File: src/lbh_pkg.sv
package lbh_pkg;

  localparam int LETTER_COUNT = 32;
  localparam int COUNTER_BITS = 16;
  localparam int NCOLS        = LETTER_COUNT + 2;
  localparam int COL_W        = $clog2(NCOLS);
  localparam int CODE_W       = 16;
  localparam int ROW_W        = 5;
  localparam int KIND_W       = 2;
  localparam int WORDS_W      = 32;
  localparam int FIRST_BASE   = LETTER_COUNT * NCOLS;
  localparam int MEM_DEPTH    = FIRST_BASE + NCOLS;
  localparam int ADDR_W       = $clog2(MEM_DEPTH);
  localparam int QDEPTH       = 4;
  localparam int QPTR_W       = $clog2(QDEPTH);
  localparam int QCNT_W       = $clog2(QDEPTH + 1);
  localparam int LOOKUP_N     = (LETTER_COUNT < 32) ? LETTER_COUNT : 32;

  localparam logic [COL_W-1:0]        COL_END   = COL_W'(LETTER_COUNT);
  localparam logic [COL_W-1:0]        COL_OTHER = COL_W'(LETTER_COUNT + 1);
  localparam logic [COUNTER_BITS-1:0] CNT_MAX   = {COUNTER_BITS{1'b1}};
  localparam logic [WORDS_W-1:0]      WORDS_MAX = {WORDS_W{1'b1}};

  localparam logic [CODE_W-1:0] CH_SPACE = 16'h0020;
  localparam logic [CODE_W-1:0] CH_DOT   = 16'h002E;
  localparam logic [CODE_W-1:0] CH_SEMI  = 16'h003B;
  localparam logic [CODE_W-1:0] CH_COMMA = 16'h002C;
  localparam logic [CODE_W-1:0] CH_COLON = 16'h003A;
  localparam logic [CODE_W-1:0] CH_STAR  = 16'h002A;

  // Polish alphabet order; diacritic forms follow their base letter
  localparam logic [CODE_W-1:0] LETTER_CODES [32] = '{
    16'h0061, 16'h0105, 16'h0062, 16'h0063, 16'h0107, 16'h0064, 16'h0065, 16'h0119,
    16'h0066, 16'h0067, 16'h0068, 16'h0069, 16'h006A, 16'h006B, 16'h006C, 16'h0142,
    16'h006D, 16'h006E, 16'h0144, 16'h006F, 16'h00F3, 16'h0070, 16'h0072, 16'h0073,
    16'h015B, 16'h0074, 16'h0075, 16'h0077, 16'h0079, 16'h007A, 16'h017A, 16'h017C
  };

  typedef enum logic [KIND_W-1:0] {
    KIND_CHAR     = 2'd0,
    KIND_RD_PAIR  = 2'd1,
    KIND_RD_FIRST = 2'd2,
    KIND_NOP      = 2'd3
  } kind_t;

  // One counter operation: increment, or read with the word total taken at issue
  typedef struct packed {
    logic               rd;
    logic               zero;
    logic [ADDR_W-1:0]  addr;
    logic [WORDS_W-1:0] words;
  } op_t;

  typedef struct packed {
    logic full;
    logic empty;
  } q_status_t;

  function automatic logic [CODE_W-1:0] fold_lower(input logic [CODE_W-1:0] c);
    logic [CODE_W-1:0] r;
    r = c;
    if (c >= 16'h0041 && c <= 16'h005A) begin
      r = c + 16'h0020;
    end else begin
      case (c)
        16'h0104, 16'h0106, 16'h0118, 16'h0141, 16'h0143,
        16'h015A, 16'h0179, 16'h017B: r = c + 16'h0001;
        16'h00D3:                      r = 16'h00F3;
        default:                       r = c;
      endcase
    end
    return r;
  endfunction

  function automatic logic is_sep(input logic [CODE_W-1:0] c);
    return (c == CH_SPACE) || (c == CH_DOT) || (c == CH_SEMI) ||
           (c == CH_COMMA) || (c == CH_COLON);
  endfunction

  function automatic logic [COL_W-1:0] column_of(input logic [CODE_W-1:0] c);
    logic [COL_W-1:0] r;
    r = COL_OTHER;
    for (int i = 0; i < LOOKUP_N; i++) begin
      if (LETTER_CODES[i] == c) r = COL_W'(i);
    end
    if (is_sep(c) || c == CH_STAR) r = COL_END;
    return r;
  endfunction

  function automatic logic [ADDR_W-1:0] pair_addr(input logic [COL_W-1:0] row,
                                                  input logic [COL_W-1:0] col);
    return ADDR_W'(row) * ADDR_W'(NCOLS) + ADDR_W'(col);
  endfunction

  function automatic logic [ADDR_W-1:0] first_addr(input logic [COL_W-1:0] col);
    return ADDR_W'(FIRST_BASE) + ADDR_W'(col);
  endfunction

endpackage

File: src/lbh_front.sv
module lbh_front (
  input  logic                          clk,
  input  logic                          rst_n,
  input  logic                          accept,
  input  logic [lbh_pkg::KIND_W-1:0]    kind,
  input  logic [lbh_pkg::CODE_W-1:0]    char_code,
  input  logic [lbh_pkg::ROW_W-1:0]     row_index,
  input  logic [lbh_pkg::COL_W-1:0]     col_index,
  output logic                          push,
  output lbh_pkg::op_t                  push_op,
  output logic [lbh_pkg::WORDS_W-1:0]   words_now
);
  import lbh_pkg::*;

  logic               at_ws_r, at_ws_nxt;
  logic [COL_W-1:0]   prev_r, prev_nxt;
  logic [WORDS_W-1:0] words_r, words_nxt;

  logic [CODE_W-1:0]  folded;
  logic [COL_W-1:0]   cc;
  logic               sep;
  logic               prev_letter;
  logic               need;
  op_t                op;

  assign folded      = fold_lower(char_code);
  assign cc          = column_of(folded);
  assign sep         = is_sep(folded);
  assign prev_letter = (prev_r < COL_W'(LETTER_COUNT));

  always_comb begin
    at_ws_nxt = at_ws_r;
    prev_nxt  = prev_r;
    words_nxt = words_r;
    need      = 1'b0;
    op.rd     = 1'b0;
    op.zero   = 1'b0;
    op.addr   = '0;
    op.words  = words_r;
    unique case (kind_t'(kind))
      KIND_CHAR: begin
        if (at_ws_r) begin
          need      = 1'b1;
          op.addr   = first_addr(cc);
          words_nxt = (words_r != WORDS_MAX) ? words_r + 1'b1 : words_r;
          at_ws_nxt = 1'b0;
          prev_nxt  = cc;
        end else if (sep) begin
          need      = prev_letter;
          op.addr   = pair_addr(prev_r, COL_END);
          at_ws_nxt = 1'b1;
        end else begin
          need      = prev_letter;
          op.addr   = pair_addr(prev_r, cc);
          prev_nxt  = cc;
        end
      end
      KIND_RD_PAIR: begin
        need    = 1'b1;
        op.rd   = 1'b1;
        op.zero = ({1'b0, row_index} >= (ROW_W + 1)'(LETTER_COUNT)) ||
                  (col_index >= COL_W'(NCOLS));
        op.addr = op.zero ? '0 : pair_addr(COL_W'(row_index), col_index);
      end
      KIND_RD_FIRST: begin
        need    = 1'b1;
        op.rd   = 1'b1;
        op.zero = (col_index >= COL_W'(NCOLS));
        op.addr = op.zero ? '0 : first_addr(col_index);
      end
      KIND_NOP: begin
        need = 1'b0;
      end
      default: begin
        need = 1'b0;
      end
    endcase
  end

  always_ff @(posedge clk) begin
    if (!rst_n) begin
      at_ws_r <= 1'b1;
      prev_r  <= '0;
      words_r <= '0;
    end else if (accept) begin
      at_ws_r <= at_ws_nxt;
      prev_r  <= prev_nxt;
      words_r <= words_nxt;
    end
  end

  assign push      = accept && need;
  assign push_op   = op;
  assign words_now = words_r;

endmodule

File: config.mk
export PLATFORM = sky130hd
export DESIGN_NAME = lbh_front
export DESIGN_NICKNAME = d
export VERILOG_FILES = /design/src/lbh_pkg.sv /design/src/lbh_front.sv
export SDC_FILE = /design/constraint.sdc
export NUM_CORES = 1
export LEC_CHECK = 0
export ABC_AREA = 1
export BUFFER_PORTS_ARGS = -buffer_cell sky130_fd_sc_hd__buf_4
export CORE_UTILIZATION = 44
export CTS_BUF_LIST = sky130_fd_sc_hd__clkbuf_4 sky130_fd_sc_hd__clkbuf_8
export CTS_CLUSTER_DIAMETER = 120
export DETAILED_ROUTE_END_ITERATION = 12
export PLACE_DENSITY = 0.66
export SYNTH_ARGS = -nofsm -noshare
export SYNTH_HDL_FRONTEND = slang
export SYNTH_SLANG_ARGS = --single-unit
File: constraint.sdc
create_clock -name clk -period 4.8 [get_ports clk]
set_input_delay 0 -clock clk [delete_from_list [all_inputs] [get_ports clk]]
set_output_delay 0 -clock clk [all_outputs]
set_load 0.05 [all_outputs]
# == Word level (Yosys, flattened, before mapping) ==
# Cells that the tools add are included.
# totals
rom_bits,0
latch_bits,0
out_inout_bits,78
mem_count,0
ramBits,0
register_bits,39
# op_classes
n_mux,47
n_div,0
order_cmp,4
n_reduce_logical,13
bitwise,0
multipliers,2
add_sub_neg,8
eq_ne,52
shift,0
# ops
operator,count
"== test 7 x 16 -> 1 bit, first input constant",23
2-to-1 mux 6 bit,35
"== test 16 x 9 -> 1 bit, second input constant",8
"== test 9 x 16 -> 1 bit, first input constant",8
"== test 16 x 6 -> 1 bit, second input constant",6
2-to-1 mux 11 bit,4
case mux 11 bit (3 select lines),1
"adder 32 x 1 -> 32 bit, second input constant",1
"!= test 32 bit, second input constant",1
case mux 16 bit (2 select lines),1
adder 11 x 6 -> 11 bit,2
"adder 11 x 6 -> 11 bit, first input constant",2
"adder 16 x 1 -> 16 bit, second input constant",1
"adder 16 x 6 -> 16 bit, second input constant",1
"== test 16 x 8 -> 1 bit, second input constant",1
"== test 8 x 16 -> 1 bit, first input constant",1
"greater-or-equal comparator 16 x 7 -> 1 bit, second input constant",1
"<= comparator 16 x 7 -> 1 bit, second input constant",1
2-to-1 mux 16 bit,1
"adder 11 x 6 -> 11 bit, second input constant",1
"multiplier 5 x 5 -> 10 bit, second input constant",1
"multiplier 6 x 5 -> 10 bit, second input constant",1
OR reduction 8 bit,1
"greater-or-equal comparator 6 bit, second input constant",1
other kinds (14),22

# == Logic depth before layout (Yosys ltp) ==
# logic_depth
ltp_word,42
mapped_depth,34
mapped_depth_nobuf,34

# == Least setup slack after synthesis ==
# OpenSTA, ideal clock, no wires.
# synth_timing
path_kind,input-to-output
from,input port char_code[0] (netlist name)
to,output port push_op[39] (netlist name)
path_slack_ps,953
arrival_ps,3847
n_path_buf,0
path_stages,28
cell_sequence,inv_1 > ha_1 > inv_1 > nor2_1 > nand2_1 > o21ai_0 > nand2_1 > nand2_1 > nand2_1 > nand2_1 > nand3b_1 > nor2_4 > nand2_1 > nand2_1 > nor3_1 > nor3b_1 > nand4_1 > ha_1 > fa_1 > a21oi_1 > o21bai_1 > nand2_1 > nand2_1 > nand3_2 > nand2_2 > a21oi_1 > o21ai_0 > a21oi_1
# synth_rtl
item,line_no,text
"start, declared",lbh_front.sv:6,"input logic [lbh_pkg::CODE_W-1:0] char_code,"
"end, declared",lbh_front.sv:10,"output lbh_pkg::op_t push_op,"

==> results.sh <==
export IMPL_worst_slew_pin_slew_ns=0.669
export IMPL_initial_core_util_pct=45.2
export IMPL_worst_path_buf_inv=5
export IMPL_post_drt_via_cell_ratio=5.21
export IMPL_worst_reg_to_reg_setup_slack_ns=1.79
export IMPL_floorplan_rows=36
export IMPL_status="finished, final reports clean"
export IMPL_global_route_usage_total_pct=22.8
export IMPL_r2r_endpoint="words_now[31]$_SDFFE_PN0P_"
export IMPL_synthFlopType="sky130_fd_sc_hd__dfxtp_1"
export IMPL_fin_nets=840
export IMPL_holdBufCountCts=0
export IMPL_grt_met1_usage_pct=30.1
export IMPL_cp_top_family="simple AND/OR/NAND/NOR gates"
export IMPL_sequential_fraction_of_the_synthesis_area_pct=17.8
export IMPL_postRouteAntennaNets=0
export IMPL_grt_first_pass_wirelength_um=19100
export IMPL_post_cts_repair_timing_setup_buffer_count=0
export IMPL_crit_path_max_fanout=7
export IMPL_fin_tns_setup_ns=0
export IMPL_drt_drc_violations_left=0
export IMPL_postLayoutCoreUtil_pct=54.0
export IMPL_die_area_um2=10400
export IMPL_grtUsageMet3_pct=3.04
export IMPL_post_synth_num_cell_types=54
export IMPL_slew_violations=0
export IMPL_hold_path_class="in -> reg"
export IMPL_cpMostUsedCell="sky130_fd_sc_hd__nand2_1"
export IMPL_diodes=0
export IMPL_synth_avg_cell_area_um2=6.27
export IMPL_boundaryPins=110
export IMPL_report_final_setup_viol=0
export IMPL_yosys_top_cells_count="118 x sky130_fd_sc_hd__nand2_1, 100 x sky130_fd_sc_hd__inv_1, 95 x sky130_fd_sc_hd__nor2_1"
export IMPL_drt_iter0_drc=169
export IMPL_cpMaxStageDelayCell="sky130_fd_sc_hd__fa_1"
export IMPL_critPathKind="in -> out"
export IMPL_crit_required_ns=4.80
export IMPL_placeableCoreArea_um2=9680
export IMPL_async_flop_share_pct=0
export IMPL_cp_data_arrival_time_ns=4.34
export IMPL_cts_htree_levels=2
export IMPL_cp_start_kind="input port"
export IMPL_cp_startpoint="char_code[0]"
export IMPL_critical_path_max_stage_delay_ns=0.41
export IMPL_die_w_um=102
export IMPL_grt_start_max_net_pins=23
export IMPL_grt_ovfl_total=0
export IMPL_cp_end_kind="output port"
export IMPL_vias=4738
export IMPL_path_clk_slew_ns=0.08
export IMPL_post_synth_top_count_cell="sky130_fd_sc_hd__nand2_1"
export IMPL_number_of_synthesized_flops_with_an_enable_pin=0
export IMPL_vdd_drop_max_mv=0.138
export IMPL_drt_wl_total_um=11900
export IMPL_synth_top_cells_by_area="sky130_fd_sc_hd__dfxtp_1 18%, sky130_fd_sc_hd__nand2_1 10%, sky130_fd_sc_hd__inv_1 8.6%"
export IMPL_cts_resized_gates=0
export IMPL_report_final_hold_viol_count=0
export IMPL_drt_pre_antenna_iters=6
export IMPL_clock_sinks=39
export IMPL_min_delay_path_depth=2
export IMPL_maxClockFrequency_mhz=230
export IMPL_finalClockSkew_ns=0.00509
export IMPL_leakagePower_nw=2.49
export IMPL_flip_flop_and_latch_count_after_synthesis=39
export IMPL_clock_tree_from_tritoncts="done"
export IMPL_synth_yosys_warnings=0
export IMPL_powerDensity_nw_per_um2=170
export IMPL_timing_final_crit_share_pct=90.4
export IMPL_clockRootBuffer="sky130_fd_sc_hd__clkbuf_8"
export IMPL_reg2reg_from="words_now[0]$_SDFFE_PN0P_"
export IMPL_drv_cap=0
export IMPL_worst_path_stages=33
export IMPL_clock_tree_buffer_depth=2
export IMPL_drive_above_1_share_pct=22.3
export IMPL_syn_inst=698
export IMPL_grt_setup_unrepaired="no"
export IMPL_yosys_area_top_type="sky130_fd_sc_hd__dfxtp_1"
export IMPL_route_detailed_wl_per_inst_um=13.0
export IMPL_synth_cell_area_um2=4380
export IMPL_grt_pass1_vias=4244
export IMPL_global_route_usage_met2_pct=39.0
export IMPL_clk_latency_ns=0.29
export IMPL_slew_headroom_pct=55.0
export IMPL_grt_busiest_layer="met2"
export IMPL_die_h_um=102
export IMPL_crit_end="push_op[41]"
export IMPL_flow_area_growth_from_synthesis_pct=19.5
export IMPL_finalCriticalPeriod_ns=4.34
export IMPL_numPortBuffers=109
export IMPL_hold_path_startpoint="rst_n"
export IMPL_dp_hpwl_um=9850
export IMPL_initial_antenna_violation_count=0
export IMPL_yosys_area_top_type_share_pct=17.8
export IMPL_gpl_final_weighted_congestion=0.974
export IMPL_ff2ff_path_depth=20
export IMPL_mappedNetlistNets=762
export IMPL_numCtsBuffers=5
[placed cells by master, fill, tap and decap left out, drive strengths merged, types with 2 or more instances in the layout]
cell type | Yosys | routed
nand2 | 132 | 132
inv | 113 | 113
buf | 34 | 109
nor2 | 108 | 108
a21oi | 44 | 44
nand3 | 43 | 43
dfxtp | 39 | 39
o21ai | 37 | 37
ha | 29 | 29
nor3 | 22 | 22
nand4 | 20 | 20
xor2 | 11 | 11
nor4 | 11 | 11
a31oi | 8 | 8
xnor2 | 6 | 6
clkbuf | 4 | 6
o211ai | 4 | 4
a41oi | 3 | 3
o21a | 3 | 3
fa | 3 | 3
a211oi | 3 | 3
o31ai | 2 | 2
nand3b | 2 | 2
nor3b | 2 | 2
a221oi | 2 | 2
o21bai | 2 | 2
bufinv | 0 | 2
clkinv | 2 | 2
and2 | 2 | 2
[logic make-up (layout without fill, tap and decap cells)]
| group | Yosys count | count (layout) | synth area share, % |
|---|---|---|---|
| and+or+nand+nor | 344 | 344 | 37.3 |
| DFF | 39 | 39 | 17.8 |
| AOI/OAI and AO/OA | 113 | 113 | 15.7 |
| adders and majority gates | 32 | 32 | 9.66 |
| buffers and inverters | 153 | 232 | 16.2 |
| xor gates and xnor gates | 17 | 17 | 3.40 |
[report_power, final]
| part | total [mW] | switching, mW | internal [mW] |
|---|---|---|---|
| logic | 0.224 | 0.147 | 0.0772 |
| registers | 0.333 | 0.00635 | 0.327 |
| clock network | 0.330 | 0.117 | 0.213 |
[through the flow]
stage	power (mW)	hold WS, ns	instance area, um2	std cells	worst slack [ns]
6_report	0.888	0.0189	5230	910	0.459
5_1_grt	0.933	0.0130	5230	910	0.0471
4_1_cts	0.894	0.0127	5230	910	0.510
3_5_place_dp	0.565	0.320	5090	902	0.539
3_3_place_gp	0.562	0.318	5090	902	0.530
2_1_floorplan	0.494	0.138	4380	698	0.953
[final cells by class]
class                           count  area (um2)
Clock buffer                        6        76.3
Fill cell                         996        4450
Sequential cell                    39         781
Tap cell                          133         166
Multi-Input combinational cell    506        2890
Inverter                          115         439
Timing Repair Buffer              109         818
Clock inverter                      2        60.1
[per-layer routing]
layer  wire length, um  part of all wire (%)
met5                 0                     0
met4               168                   1.4
met3               414                   3.5
met2              5740                    48
met1              5550                    47
[worst min-delay path by stage]
stage | endpoint | slack [ns]
final | at_ws_r$_SDFFE_PN1P_ | 0.02
after global routing | at_ws_r$_SDFFE_PN1P_ | 0.01
after CTS | at_ws_r$_SDFFE_PN1P_ | 0.01
after detailed placement | at_ws_r$_SDFFE_PN1P_ | 0.32
after global placement | at_ws_r$_SDFFE_PN1P_ | 0.32
after floorplan | words_now[11]$_SDFFE_PN0P_ | 0.14
[flip-flops by register name, indices dropped and copies added, names as in the netlist]
name	count
at_ws_r	1
words_now	32
prev_r	6
(Power assumes the default switching activity.)
