[src/lbh_pkg.sv]
package lbh_pkg;

  localparam int LETTER_COUNT = 32;
  localparam int COUNTER_BITS = 16;
  localparam int NCOLS        = LETTER_COUNT + 2;
  localparam int COL_W        = $clog2(NCOLS);
  localparam int CODE_W       = 16;
  localparam int ROW_W        = 5;
  localparam int KIND_W       = 2;
  localparam int WORDS_W      = 32;
  localparam int FIRST_BASE   = LETTER_COUNT * NCOLS;
  localparam int MEM_DEPTH    = FIRST_BASE + NCOLS;
  localparam int ADDR_W       = $clog2(MEM_DEPTH);
  localparam int QDEPTH       = 4;
  localparam int QPTR_W       = $clog2(QDEPTH);
  localparam int QCNT_W       = $clog2(QDEPTH + 1);
  localparam int LOOKUP_N     = (LETTER_COUNT < 32) ? LETTER_COUNT : 32;

  localparam logic [COL_W-1:0]        COL_END   = COL_W'(LETTER_COUNT);
  localparam logic [COL_W-1:0]        COL_OTHER = COL_W'(LETTER_COUNT + 1);
  localparam logic [COUNTER_BITS-1:0] CNT_MAX   = {COUNTER_BITS{1'b1}};
  localparam logic [WORDS_W-1:0]      WORDS_MAX = {WORDS_W{1'b1}};

  localparam logic [CODE_W-1:0] CH_SPACE = 16'h0020;
  localparam logic [CODE_W-1:0] CH_DOT   = 16'h002E;
  localparam logic [CODE_W-1:0] CH_SEMI  = 16'h003B;
  localparam logic [CODE_W-1:0] CH_COMMA = 16'h002C;
  localparam logic [CODE_W-1:0] CH_COLON = 16'h003A;
  localparam logic [CODE_W-1:0] CH_STAR  = 16'h002A;

  // Polish alphabet order; diacritic forms follow their base letter
  localparam logic [CODE_W-1:0] LETTER_CODES [32] = '{
    16'h0061, 16'h0105, 16'h0062, 16'h0063, 16'h0107, 16'h0064, 16'h0065, 16'h0119,
    16'h0066, 16'h0067, 16'h0068, 16'h0069, 16'h006A, 16'h006B, 16'h006C, 16'h0142,
    16'h006D, 16'h006E, 16'h0144, 16'h006F, 16'h00F3, 16'h0070, 16'h0072, 16'h0073,
    16'h015B, 16'h0074, 16'h0075, 16'h0077, 16'h0079, 16'h007A, 16'h017A, 16'h017C
  };

  typedef enum logic [KIND_W-1:0] {
    KIND_CHAR     = 2'd0,
    KIND_RD_PAIR  = 2'd1,
    KIND_RD_FIRST = 2'd2,
    KIND_NOP      = 2'd3
  } kind_t;

  // One counter operation: increment, or read with the word total taken at issue
  typedef struct packed {
    logic               rd;
    logic               zero;
    logic [ADDR_W-1:0]  addr;
    logic [WORDS_W-1:0] words;
  } op_t;

  typedef struct packed {
    logic full;
    logic empty;
  } q_status_t;

  function automatic logic [CODE_W-1:0] fold_lower(input logic [CODE_W-1:0] c);
    logic [CODE_W-1:0] r;
    r = c;
    if (c >= 16'h0041 && c <= 16'h005A) begin
      r = c + 16'h0020;
    end else begin
      case (c)
        16'h0104, 16'h0106, 16'h0118, 16'h0141, 16'h0143,
        16'h015A, 16'h0179, 16'h017B: r = c + 16'h0001;
        16'h00D3:                      r = 16'h00F3;
        default:                       r = c;
      endcase
    end
    return r;
  endfunction

  function automatic logic is_sep(input logic [CODE_W-1:0] c);
    return (c == CH_SPACE) || (c == CH_DOT) || (c == CH_SEMI) ||
           (c == CH_COMMA) || (c == CH_COLON);
  endfunction

  function automatic logic [COL_W-1:0] column_of(input logic [CODE_W-1:0] c);
    logic [COL_W-1:0] r;
    r = COL_OTHER;
    for (int i = 0; i < LOOKUP_N; i++) begin
      if (LETTER_CODES[i] == c) r = COL_W'(i);
    end
    if (is_sep(c) || c == CH_STAR) r = COL_END;
    return r;
  endfunction

  function automatic logic [ADDR_W-1:0] pair_addr(input logic [COL_W-1:0] row,
                                                  input logic [COL_W-1:0] col);
    return ADDR_W'(row) * ADDR_W'(NCOLS) + ADDR_W'(col);
  endfunction

  function automatic logic [ADDR_W-1:0] first_addr(input logic [COL_W-1:0] col);
    return ADDR_W'(FIRST_BASE) + ADDR_W'(col);
  endfunction

endpackage

[src/lbh_queue.sv]
module lbh_queue (
  input  logic                clk,
  input  logic                rst_n,
  input  logic                push,
  input  lbh_pkg::op_t        push_op,
  input  logic                pop,
  output lbh_pkg::op_t        head_op,
  output lbh_pkg::q_status_t  status
);
  import lbh_pkg::*;

  op_t               slots_r [QDEPTH];
  logic [QPTR_W-1:0] wr_ptr_r, rd_ptr_r;
  logic [QCNT_W-1:0] count_r;

  always_ff @(posedge clk) begin
    if (push) begin
      slots_r[wr_ptr_r] <= push_op;
    end
  end

  always_ff @(posedge clk) begin
    if (!rst_n) begin
      wr_ptr_r <= '0;
      rd_ptr_r <= '0;
      count_r  <= '0;
    end else begin
      if (push) wr_ptr_r <= wr_ptr_r + 1'b1;
      if (pop)  rd_ptr_r <= rd_ptr_r + 1'b1;
      case ({push, pop})
        2'b10:   count_r <= count_r + 1'b1;
        2'b01:   count_r <= count_r - 1'b1;
        default: count_r <= count_r;
      endcase
    end
  end

  assign head_op      = slots_r[rd_ptr_r];
  assign status.full  = (count_r == QCNT_W'(QDEPTH));
  assign status.empty = (count_r == '0);

endmodule

[config.mk]
export PLATFORM = sky130hd
export DESIGN_NAME = lbh_queue
export DESIGN_NICKNAME = d
export VERILOG_FILES = /design/src/lbh_pkg.sv /design/src/lbh_queue.sv
export SDC_FILE = /design/constraint.sdc
export NUM_CORES = 1
export LEC_CHECK = 0
export ABC_AREA = 1
export BUFFER_PORTS_ARGS = -buffer_cell sky130_fd_sc_hd__clkbuf_2
export CAP_MARGIN = 20
export CELL_PAD_IN_SITES_DETAIL_PLACEMENT = 1
export CELL_PAD_IN_SITES_GLOBAL_PLACEMENT = 1
export CORE_MARGIN = 5
export CORE_UTILIZATION = 40
export DETAILED_ROUTE_END_ITERATION = 16
export GPL_TIMING_DRIVEN = 0
export PLACE_DENSITY = 0.67
export SETUP_SLACK_MARGIN = 0.02
export SYNTH_ARGS = -nofsm -noshare
export SYNTH_HDL_FRONTEND = slang
export SYNTH_SLANG_ARGS = --single-unit
[constraint.sdc]
create_clock -name clk -period 4.52 [get_ports clk]
set_clock_uncertainty 0.2 [all_clocks]
set_input_delay 0.452 -clock clk [delete_from_list [all_inputs] [get_ports clk]]
set_output_delay 0.452 -clock clk [all_outputs]
set_load 0.02 [all_outputs]
; ---- Word level (Yosys, flattened, before mapping)
; Memory sizes are Yosys's and may differ from the RTL's. A register that Yosys moved wholly into a read port is not among the register bits.
; Index checks and enable logic that the tools add are counted.
[classes]
n_addsub = 4
n_eq_ne = 3
mux = 5
n_reduce_logical = 2
[op_table]
columns = op, n
row1 = 3-bit one-hot mux with 2 select lines, 1
row2 = "2-bit by 1-bit adder with 2-bit output, second input constant", 2
row3 = 2-bit 2-to-1 mux, 2
row4 = "3-bit by 1-bit adder with 3-bit output, second input constant", 1
row5 = "3-bit equality test, second input constant", 1
row6 = 3-bit zero test, 1
row7 = "3-bit by 1-bit subtractor with 3-bit output, second input constant", 1
row8 = "2-bit by 1-bit equality test with 1-bit output, second input constant", 1
row9 = "2-bit equality test, second input constant", 1
row10 = 1-bit 2-to-1 mux, 2
row11 = 2-bit nonzero test, 1
[totals]
ff_bits = 7
mem_bits_rw = 180
input_bits = 49
output_inout_bits = 47
wordCells = 18
memories = 1
[memory_table]
columns = memory, words, word_bits, read_ports, rd_clocked_by_memory_dff, wr, line_no
row1 = slots_r, 4, 45, 1, 1, 1, lbh_queue.sv:12  ; op_t slots_r [QDEPTH];

; ---- Depth between registers and ports, before layout
; Gate-level depths: netlist of the first run.
[depth]
ltp_word = 3
depth_mapped = 10
ltp_nobuf = 10

; ---- Least setup slack after synthesis of the first run
; OpenSTA, ideal clock, no wires.
[synth_timing]
path_kind = register to register
from = register wr_ptr_r[0]
to = memory slots_r[2][0] (netlist name), enable pin
setup_time_ns = 0.399
arrival_time_ns = 1.470
required_time_ns = 3.921
path_slack_ns = 2.450
path_stages_with_launch = 5
path_buffers = 0
period_less_slack_ns = 2.070
cell_sequence = dfxtp_1 -> inv_1 -> ha_1 -> nand2_1 -> inv_1
[synth_lines]
columns = item, line_no
row1 = "start, declared", lbh_queue.sv:13  ; logic [QPTR_W-1:0] wr_ptr_r, rd_ptr_r;
row2 = "start signal, assigned", lbh_queue.sv:28  ; if (push) wr_ptr_r <= wr_ptr_r + 1'b1;
row3 = "end, declared", lbh_queue.sv:12
; No word-level cell before the write port.

==> results.sh, run 1 <==
export IMPL_grt_max_degree=35
export IMPL_max_slew_margin_pct=56.61
export IMPL_clkSlewWorstSetupHoldPaths_ns=0.06
export IMPL_cts_max_path_buffers=2
export IMPL_ys_warn_count=0
export IMPL_period_share_pct=55.80
export IMPL_synth_ff_type="edfxtp_1"
export IMPL_crit_chain="buf_6 > clkinv_2 > buf_2 > o21ai_1 > o22ai_1 > clkbuf_2"
export IMPL_holdPathStages=1
export IMPL_gp_congestion=0.7351
export IMPL_fmax_mhz=396.5
export IMPL_finalWirelength_mm=17.78
export IMPL_fin_util_pct=48.16
export IMPL_numCtsBuffers=17
export IMPL_final_area_um2=8622
export IMPL_power_density_nw_per_um2=445.6
export IMPL_vias=4525
export IMPL_syn_inst=492
export IMPL_finalSetupViolCount=0
export IMPL_r2r_cells=5
export IMPL_synth_area_top_cells="edfxtp_1 75%, nor2_1 4.8%, o21ai_1 4.1%"
export IMPL_grt_use_total_pct=17.56
export IMPL_grt_pass1_wl_mm=26.90
export IMPL_die_area_um2=20910
export IMPL_crit_family="buffers and inverters"
export IMPL_cts_sinks=189
export IMPL_async_reset_ff_share_pct=0
export IMPL_drive_gt1_share_pct=25.84
export IMPL_setup_slack_ns=1.998
export IMPL_cts_root_buf="clkbuf_16"
export IMPL_antenna_found_initial=0
export IMPL_worst_pin_slew_ns=0.6500
export IMPL_antenna_left=0
export IMPL_yosysUniqueCellTypes=21
export IMPL_drc_errors=0
export IMPL_seq_area_frac_synth_pct=77.09
export IMPL_critPathSlowestCell="dfxtp_1"
export IMPL_start_kind="flop"
export IMPL_cp_slowest_stage_delay_ns=0.31
export IMPL_place_area_um2=8088
export IMPL_syn_area_um2=7246
export IMPL_path_max_fanout=10
export IMPL_maxSlewViolCount=0
export IMPL_postCtsHoldBufs=0
export IMPL_synth_most_common_cell="edfxtp_1"
export IMPL_cts_tree="built"
export IMPL_synth_common_cells="180 x edfxtp_1, 93 x nor2_1, 60 x o21ai_1"
export IMPL_timing_setup_tns_ns=0
export IMPL_ios=96
export IMPL_synth_seq_cells=189
export IMPL_clk_insertion_delay_late_ns=0.42
export IMPL_syn_avg_cell_area_um2=14.73
export IMPL_syn_nets=547
export IMPL_first_pass_iters=6
export IMPL_syn2layout_area_growth_pct=19.00
export IMPL_final_hold_violation_count=0
export IMPL_cp_end_kind="output port"
export IMPL_post_route_min_period_ns=2.522
export IMPL_postCtsSetupRepairBufs=0
export IMPL_crit_cells=6
export IMPL_ir_worst_vdd_v=0.0002710
export IMPL_h_tree_depth=4
export IMPL_cp_arrival_ns=1.87
export IMPL_pre_cts_ws_ns=2.457
export IMPL_crit_type="flop to output port"
export IMPL_synth_top_area_share_pct=74.60
export IMPL_die_w_um=144.6
export IMPL_wl_per_cell_um=20.87
export IMPL_power_leakage_nw=3.122
export IMPL_coreArea_um2=17900
export IMPL_rows=49
export IMPL_max_cap_violations=0
export IMPL_grt_pass1_vias=4962
export IMPL_hold_class="input port to flop"
export IMPL_port_buffers=95
export IMPL_rsz0062_at_grt="no"
export IMPL_grt_overflow=0
export IMPL_dpl_hpwl_mm=11.27
export IMPL_antenna_cells=0
export IMPL_final_nets=665
export IMPL_cts_resized_gates=0
export IMPL_viasPerCell=5.311
export IMPL_dr_first_iter_drc_count=263
export IMPL_cp_data_required_time_ns=3.87
export IMPL_initial_utilization_pct=40.47
export IMPL_die_h_um=144.6
export IMPL_outcome="completed"
export IMPL_synth_largest_area_cell="edfxtp_1"
export IMPL_worstPathBufferInverterCount=4
export IMPL_synth_edf_count=180
==> cell families (layout without fill, tap and decap cells) <==
kind of cell	after synthesis	in the layout	share of synthesized area, %
flops	189	189	77.09
compound gates	146	146	10.86
simple gates	106	106	5.578
buf+inv	45	176	5.336
fa+ha+maj	6	6	1.140
==> path summary, 6_finish.rpt <==
path | from | end | slack [ns]
worst min register to register | rd_ptr_r[1] | flop | 0.29
worst min-delay path | push_op[24] | slots_r[2][24] | 0.04
worst max-delay path | flop | head_op[43] | 2.00
worst max register to register | wr_ptr_r[0] | slots_r[2][4] | 2.58
==> routing by layer <==
metal  up-vias  part of all wire (%)  GRT usage [%]
met5         -                     0              0
met1      2310                    41          21.12
met3        30                   4.2          4.464
li1       2079                     -              -
met2       106                    53          30.48
met4         0                   2.0          6.529
==> through the flow <==
step           cells  hold slack (ns)  power [mW]
2_1_floorplan    492           0.2115       2.326
3_3_place_gp     816           0.2232       2.496
3_5_place_dp     820           0.2921       2.523
4_1_cts          852          0.02166       3.884
5_1_grt          852          0.01658       3.996
6_report         852          0.04369       3.842
==> where the power goes <==
group / leakage, nW / switching (mW) / internal (mW)
Clock: 0.265 / 0.612 / 0.750
Sequential: 1.73 / 0.0208 / 2.00
Combinational: 1.13 / 0.310 / 0.151
Total: 3.12 / 0.944 / 2.90
==> sequential cells by signal (all words and copies together), names as in the netlist, named ones only <==
signal / count
slots_r: 180
wr_ptr_r: 2
rd_ptr_r: 2
count_r: 3
==> placed cells by master, fill, tap and decap left out, drive strengths merged, types with 2 or more instances in the layout <==
cell and instances:
clkbuf 114, o22ai 45, ha 5, nand2 9, a21oi 5, clkinv 12, dfxtp 9, nor2 93
inv 16, edfxtp 180, buf 32, o21ai 96, nor3 2
==> area by class of cell <==
type                       instances  area (um2)
buffer                            28       309.0
clock buffer                      19       432.9
clock inverter                    13       101.3
fill                            1834        9280
inverter                          17       77.57
multi-input combinational        258        1274
sequential                       189        5585
tap                              229       286.5
timing repair buffer              99       555.5
==> worst register-to-register path, delay by kind of cell (launching register included) <==
family / cells / cell delay, ns
adder cells (fa/ha/maj): 1 / 0.17
buffers and inverters: 3 / 0.86
AND/OR/NAND/NOR: 1 / 0.06
flip-flops: 1 / 0.34
(Power assumes the default switching activity.)
==> run 2: changes to the inputs <==
--- a/config.mk
+++ b/config.mk
@@ -14,7 +14,7 @@
 export CORE_UTILIZATION = 40
 export DETAILED_ROUTE_END_ITERATION = 16
 export GPL_TIMING_DRIVEN = 0
-export PLACE_DENSITY = 0.67
+export PLACE_DENSITY = 0.7
 export SETUP_SLACK_MARGIN = 0.02
 export SYNTH_ARGS = -nofsm -noshare
 export SYNTH_HDL_FRONTEND = slang
==> constraint.sdc (replaced) <==
create_clock -name clk -period 2.18 [get_ports clk]
set_clock_uncertainty 0.2 [all_clocks]
set_input_delay 0.218 -clock clk [delete_from_list [all_inputs] [get_ports clk]]
set_output_delay 0.218 -clock clk [all_outputs]
set_load 0.02 [all_outputs]
==> run 2 against run 1 <==
Sequential power increased by 110%. Count of clock-buffer cells in the layout is 3 higher. Wire length is 0.66% lower. Non-clock buffer count rose by 49. Die area unchanged. Clock power increased by 110%. Register-to-register slack worse by 2.3 ns. Worst hold slack improved by 0.23 ns. Critical path depth unchanged. Cell count up 5.8%. Combinational power is 130% higher. Global-route usage about the same. Critical endpoint is now head_op[23]. Largest cell class unchanged.
==> results.sh, run 2 (synthesized netlist as in run 1, its figures left out) <==
export IMPL_dr_first_iter_drc_count=278
export IMPL_r2r_cells=5
export IMPL_post_route_min_period_ns=2.088
export IMPL_final_cell_mix="180 x edfxtp_1, 93 x nor2_1, 81 x clkbuf_2"
export IMPL_holdPathStages=1
export IMPL_dpl_hpwl_mm=11.21
export IMPL_power_density_nw_per_um2=878.5
export IMPL_hold_class="flop to flop"
export IMPL_grt_pass1_vias=5118
export IMPL_crit_type="flop to output port"
export IMPL_drive_gt1_share_pct=24.55
export IMPL_initial_utilization_pct=40.47
export IMPL_largest_register_ffs=180
export IMPL_start_kind="flop"
export IMPL_viasPerCell=5.150
export IMPL_largest_register="slots_r"
export IMPL_period_share_pct=95.78
export IMPL_antenna_found_initial=0
export IMPL_max_slew_margin_pct=62.22
export IMPL_maxSlewViolCount=0
export IMPL_wl_per_cell_um=19.60
export IMPL_numCtsBuffers=17
export IMPL_antenna_cells=0
export IMPL_cts_tree="built"
export IMPL_cts_max_path_buffers=2
export IMPL_coreArea_um2=17900
export IMPL_power_mw=8.083
export IMPL_finalNonFillerCells=901
export IMPL_final_common_cell="edfxtp_1"
export IMPL_clkSlewWorstSetupHoldPaths_ns=0.07
export IMPL_port_buffers=95
export IMPL_rsz0062_at_grt="yes"
export IMPL_antenna_left=0
export IMPL_worst_pin_slew_ns=0.5659
export IMPL_cts_root_buf="clkbuf_16"
export IMPL_min_from="rd_ptr_r[1]"
export IMPL_syn2layout_area_growth_pct=26.99
export IMPL_die_area_um2=20910
export IMPL_h_tree_depth=4
export IMPL_grt_use_total_pct=17.54
export IMPL_cp_data_required_time_ns=1.76
export IMPL_first_pass_iters=5
export IMPL_place_inst=820
export IMPL_final_hold_violation_count=0
export IMPL_vias=4640
export IMPL_reg2reg_from="wr_ptr_r[0]"
export IMPL_fmax_mhz=478.9
export IMPL_outcome="completed"
export IMPL_ir_worst_vdd_v=0.0005578
export IMPL_r2r_setup_slack_ns=0.28
export IMPL_timing_setup_tns_ns=0
export IMPL_cts_sinks=189
export IMPL_finalSetupViolCount=0
export IMPL_r2r_end="slots_r[2][4]"
export IMPL_finalWirelength_mm=17.66
export IMPL_fill_cells=1815
export IMPL_max_cap_violations=0
export IMPL_grt_pass1_wl_mm=27.22
export IMPL_die_w_um=144.6
export IMPL_die_h_um=144.6
export IMPL_gp_congestion=0.7707
export IMPL_top_regs="slots_r (180), count_r (3)"
export IMPL_cp_end_kind="output port"
export IMPL_clk_insertion_delay_late_ns=0.43
export IMPL_rows=49
export IMPL_drc_errors=0
export IMPL_power_leakage_nw=3.334
export IMPL_ios=96
export IMPL_grt_max_degree=35
export IMPL_final_nets=714
export IMPL_cp_arrival_ns=1.67
export IMPL_grt_overflow=0
export IMPL_path_max_fanout=10
==> run 2: cell types whose count changed in the layout (fill, tap and decap cells not counted), sizes merged <==
cell         previous run  this run
buf                    32        46
clkinvlp                1         5
dlygate4sd3             0        48
clkbuf                114       104
clkinv                 12         5
==> run 2: layout make-up <==
type                    instances  area (um2)  share of cell area (%)
plain buffers                  28       336.6                   3.658
well taps                     229       286.5                   3.114
clock buffers                  22       444.2                   4.827
multi-input cells             258        1305                   14.18
inverters                      17       81.33                  0.8839
repair buffers                148        1069                   11.61
flip-flops and latches        189        5585                   60.70
clock inverters                10       93.84                   1.020
==> run 2: power breakdown <==
group / switching, mW / internal [mW]
Sequential: 0.0432 / 4.14
Combinational: 0.657 / 0.397
Clock: 1.28 / 1.57
==> run 2: worst max path at each step <==
stage	slack (ns)	depth (start not counted)	startpoint	end
global placement	-0.69	4	wr_ptr_r[0]	slots_r[0][7]
detailed placement	0.26	5	wr_ptr_r[0]	slots_r[2][6]
finish	0.09	6	flop	head_op[23]
floorplan	0.11	4	wr_ptr_r[0]	slots_r[2][0]
CTS	0.03	6	flop	head_op[41]
global route	0.001	6	flop	head_op[33]
==> run 2: repair_timing <==
action                                  in CTS  in global routing
endpoints found under the setup margin      30                 19
resized for setup                           11                 28
setup buffers                                0                  1
pin swaps                                    0                  1
hold buffers                                48                  0
hold endpoints to repair                   189                  0
gates cloned                                 0                  0
==> run 2: routing by layer <==
| metal | global-route usage [%] | up-vias | part of all wire (%) | routed length [um] |
|---|---|---|---|---|
| met2 | 31.29 | 108 | 53 | 9366 |
| met3 | 3.704 | 27 | 3.9 | 692 |
| met5 | 0 | - | 0 | 0 |
| li1 | - | 2177 | - | - |
| met1 | 20.71 | 2328 | 41 | 7276 |
| met4 | 6.824 | 0 | 1.8 | 325 |
==> run 2: critical path, stage by stage, from the launching register on <==
cell and delay, ns:
dfxtp_1 0.31, buf_6 0.14, clkinv_4 0.10, buf_4 0.18, o21ai_1 0.09, o22ai_1 0.19
clkbuf_2 0.22
==> run 2: per-stage QoR <==
step,hold slack [ns],cell area [um2],setup slack [ns],utilization (%)
global placement,0.2247,8008,-0.6924,44.73
CTS,0.2635,9139,0.02528,51.05
global route,0.2964,9201,0.001082,51.40
finish,0.2716,9201,0.09197,51.40
detailed placement,0.2375,8088,0.2588,45.18
floorplan,0.1169,7246,0.1104,-
==> run 3: changes to the inputs <==
--- a/config.mk
+++ b/config.mk
@@ -12,10 +12,10 @@
 export CELL_PAD_IN_SITES_GLOBAL_PLACEMENT = 1
 export CORE_MARGIN = 5
 export CORE_UTILIZATION = 40
+export CTS_BUF_LIST = sky130_fd_sc_hd__clkbuf_4 sky130_fd_sc_hd__clkbuf_8 sky130_fd_sc_hd__clkbuf_16
 export DETAILED_ROUTE_END_ITERATION = 16
 export GPL_TIMING_DRIVEN = 0
 export PLACE_DENSITY = 0.7
-export SETUP_SLACK_MARGIN = 0.02
 export SYNTH_ARGS = -nofsm -noshare
 export SYNTH_HDL_FRONTEND = slang
 export SYNTH_SLANG_ARGS = --single-unit
==> run 3 against run 2 <==
Flip-flop and latch count stayed put. Worst hold slack worse by 0.0071 ns. Total power is 0.74% higher. Via count is 0.82% lower. Register-to-register slack hardly changed. Combinational power hardly changed. Setup slack worse by 0.024 ns. Final area is 0.35% higher.
==> results.sh, run 3 (synthesized netlist as in run 1, its figures left out) <==
export IMPL_final_area_um2=9234
export IMPL_cp_end_kind="output port"
export IMPL_top_layer="met4"
export IMPL_crit_type="flop to output port"
export IMPL_first_pass_iters=7
export IMPL_start_kind="flop"
export IMPL_worst_pin_slew_ns=0.5598
export IMPL_critPathSlowestCell="dfxtp_1"
export IMPL_maxSlewViolCount=0
export IMPL_ios=96
export IMPL_antenna_left=0
export IMPL_cts_max_path_buffers=2
export IMPL_finalWirelength_mm=17.83
export IMPL_grt_use_total_pct=17.67
export IMPL_wl_met1_mm=7.327
export IMPL_timing_setup_tns_ns=0
export IMPL_final_hold_violation_count=0
export IMPL_grt_pass1_vias=5167
export IMPL_clk_insertion_delay_late_ns=0.42
export IMPL_fill_cells=1812
export IMPL_finalSetupViolCount=0
export IMPL_power_mw=8.143
export IMPL_numCtsBuffers=17
export IMPL_power_density_nw_per_um2=881.8
export IMPL_largest_register="slots_r"
export IMPL_h_tree_depth=4
export IMPL_finalNonFillerCells=900
export IMPL_die_h_um=144.6
export IMPL_syn2layout_area_growth_pct=27.44
export IMPL_final_nets=713
export IMPL_dpl_hpwl_mm=11.21
export IMPL_cts_root_buf="clkbuf_16"
export IMPL_antenna_cells=0
export IMPL_port_buffers=95
export IMPL_period_share_pct=96.90
export IMPL_ir_worst_vdd_v=0.0005626
export IMPL_outcome="completed"
export IMPL_postCtsSetupRepairBufs=0
export IMPL_final_cell_mix="180 x edfxtp_1, 93 x nor2_1, 75 x clkbuf_2"
export IMPL_cp_arrival_ns=1.69
export IMPL_coreArea_um2=17900
export IMPL_dr_first_iter_drc_count=210
export IMPL_wl_met3_um=651
export IMPL_cp_data_required_time_ns=1.76
export IMPL_final_common_cell="edfxtp_1"
export IMPL_grt_overflow=0
export IMPL_path_max_fanout=10
export IMPL_fmax_mhz=473.4
export IMPL_wl_per_cell_um=19.81
export IMPL_crit_family="buffers and inverters"
export IMPL_max_cap_violations=0
export IMPL_grt_pass1_wl_mm=27.50
export IMPL_initial_utilization_pct=40.47
export IMPL_rsz0062_at_grt="yes"
export IMPL_top_regs="slots_r (180), count_r (3)"
export IMPL_cts_sinks=189
export IMPL_rows=49
export IMPL_crit_chain="buf_6 > inv_4 > buf_4 > o21ai_1 > o22ai_1 > buf_2"
export IMPL_post_route_min_period_ns=2.112
export IMPL_die_area_um2=20910
export IMPL_max_slew_margin_pct=62.63
export IMPL_met2_length_mm=9.533
export IMPL_cp_slowest_stage_delay_ns=0.31
export IMPL_cts_tree="built"
export IMPL_grt_max_degree=35
export IMPL_vias=4602
export IMPL_hold_class="flop to flop"
export IMPL_gp_congestion=0.7707
export IMPL_antenna_found_initial=0
export IMPL_viasPerCell=5.113
export IMPL_drc_errors=0
export IMPL_clkSlewWorstSetupHoldPaths_ns=0.06
export IMPL_place_inst=820
export IMPL_place_area_um2=8088
export IMPL_drive_gt1_share_pct=25.63
export IMPL_largest_register_ffs=180
export IMPL_power_leakage_nw=3.352
export IMPL_worstPathBufferInverterCount=4
export IMPL_die_w_um=144.6
[run 3: changes by cell type in the layout (fill, tap and decap cells not counted), sizes merged]
cell    before  now
clkbuf     104  102
buf         46   47
clkinv       5    4
inv         16   17
[run 3: where the power goes]
group	switching (mW)	leakage (nW)	internal, mW	total [mW]
clock	1.27	0.261	1.63	2.90
combinational	0.660	1.36	0.401	1.06
sequential	0.0427	1.73	4.14	4.18
[run 3: cell type report]
class / instances / area (um2) / area share (%)
plain buffers: 28 / 336.6 / 3.645
clock buffers: 22 / 462.9 / 5.014
clock inverters: 10 / 93.84 / 1.016
inverters: 17 / 78.83 / 0.8537
multi-input cells: 258 / 1324 / 14.34
flip-flops and latches: 189 / 5585 / 60.49
well taps: 229 / 286.5 / 3.103
repair buffers: 147 / 1066 / 11.54
[run 3: per-layer routing]
layer,global-route usage (%),vias to the layer above
li1,-,2174
met3,3.704,29
met1,20.81,2295
met5,0,-
met4,6.824,0
met2,31.65,104
[run 3: timing repair]
| item | 4_1_cts | 5_1_grt |
|---|---|---|
| setup endpoints to repair | 20 | 42 |
| resized for setup | 11 | 39 |
| hold buffers | 48 | 0 |
| pin swaps | 0 | 1 |
| endpoints found under the hold margin | 189 | 0 |
[run 3: worst reg2reg max path, stage by stage, from the launching register on]
cell	delay, ns
dfxtp_1	0.33
inv_1	0.12
ha_1	0.16
nand2_1	0.06
inv_2	0.41
buf_12	0.29
[run 3: through the flow]
stage	util (%)	worst slack [ns]	hold WS [ns]
3_5_place_dp	45.18	0.2588	0.2375
3_3_place_gp	44.73	-0.6924	0.2247
6_report	51.58	0.06753	0.2645
2_1_floorplan	-	0.1104	0.1169
4_1_cts	51.21	-0.02992	0.2635
5_1_grt	51.58	-0.04680	0.2964
[run 3: final timing paths]
path | start | endpoint | slack, ns | cells past startpoint
worst max-delay path | flop | head_op[26] | 0.07 | 6
worst min-delay path | rd_ptr_r[1] | flop | 0.26 | 1
worst max register to register | wr_ptr_r[0] | slots_r[2][43] | 0.28 | 5
worst min register to register | rd_ptr_r[1] | flop | 0.26 | 1
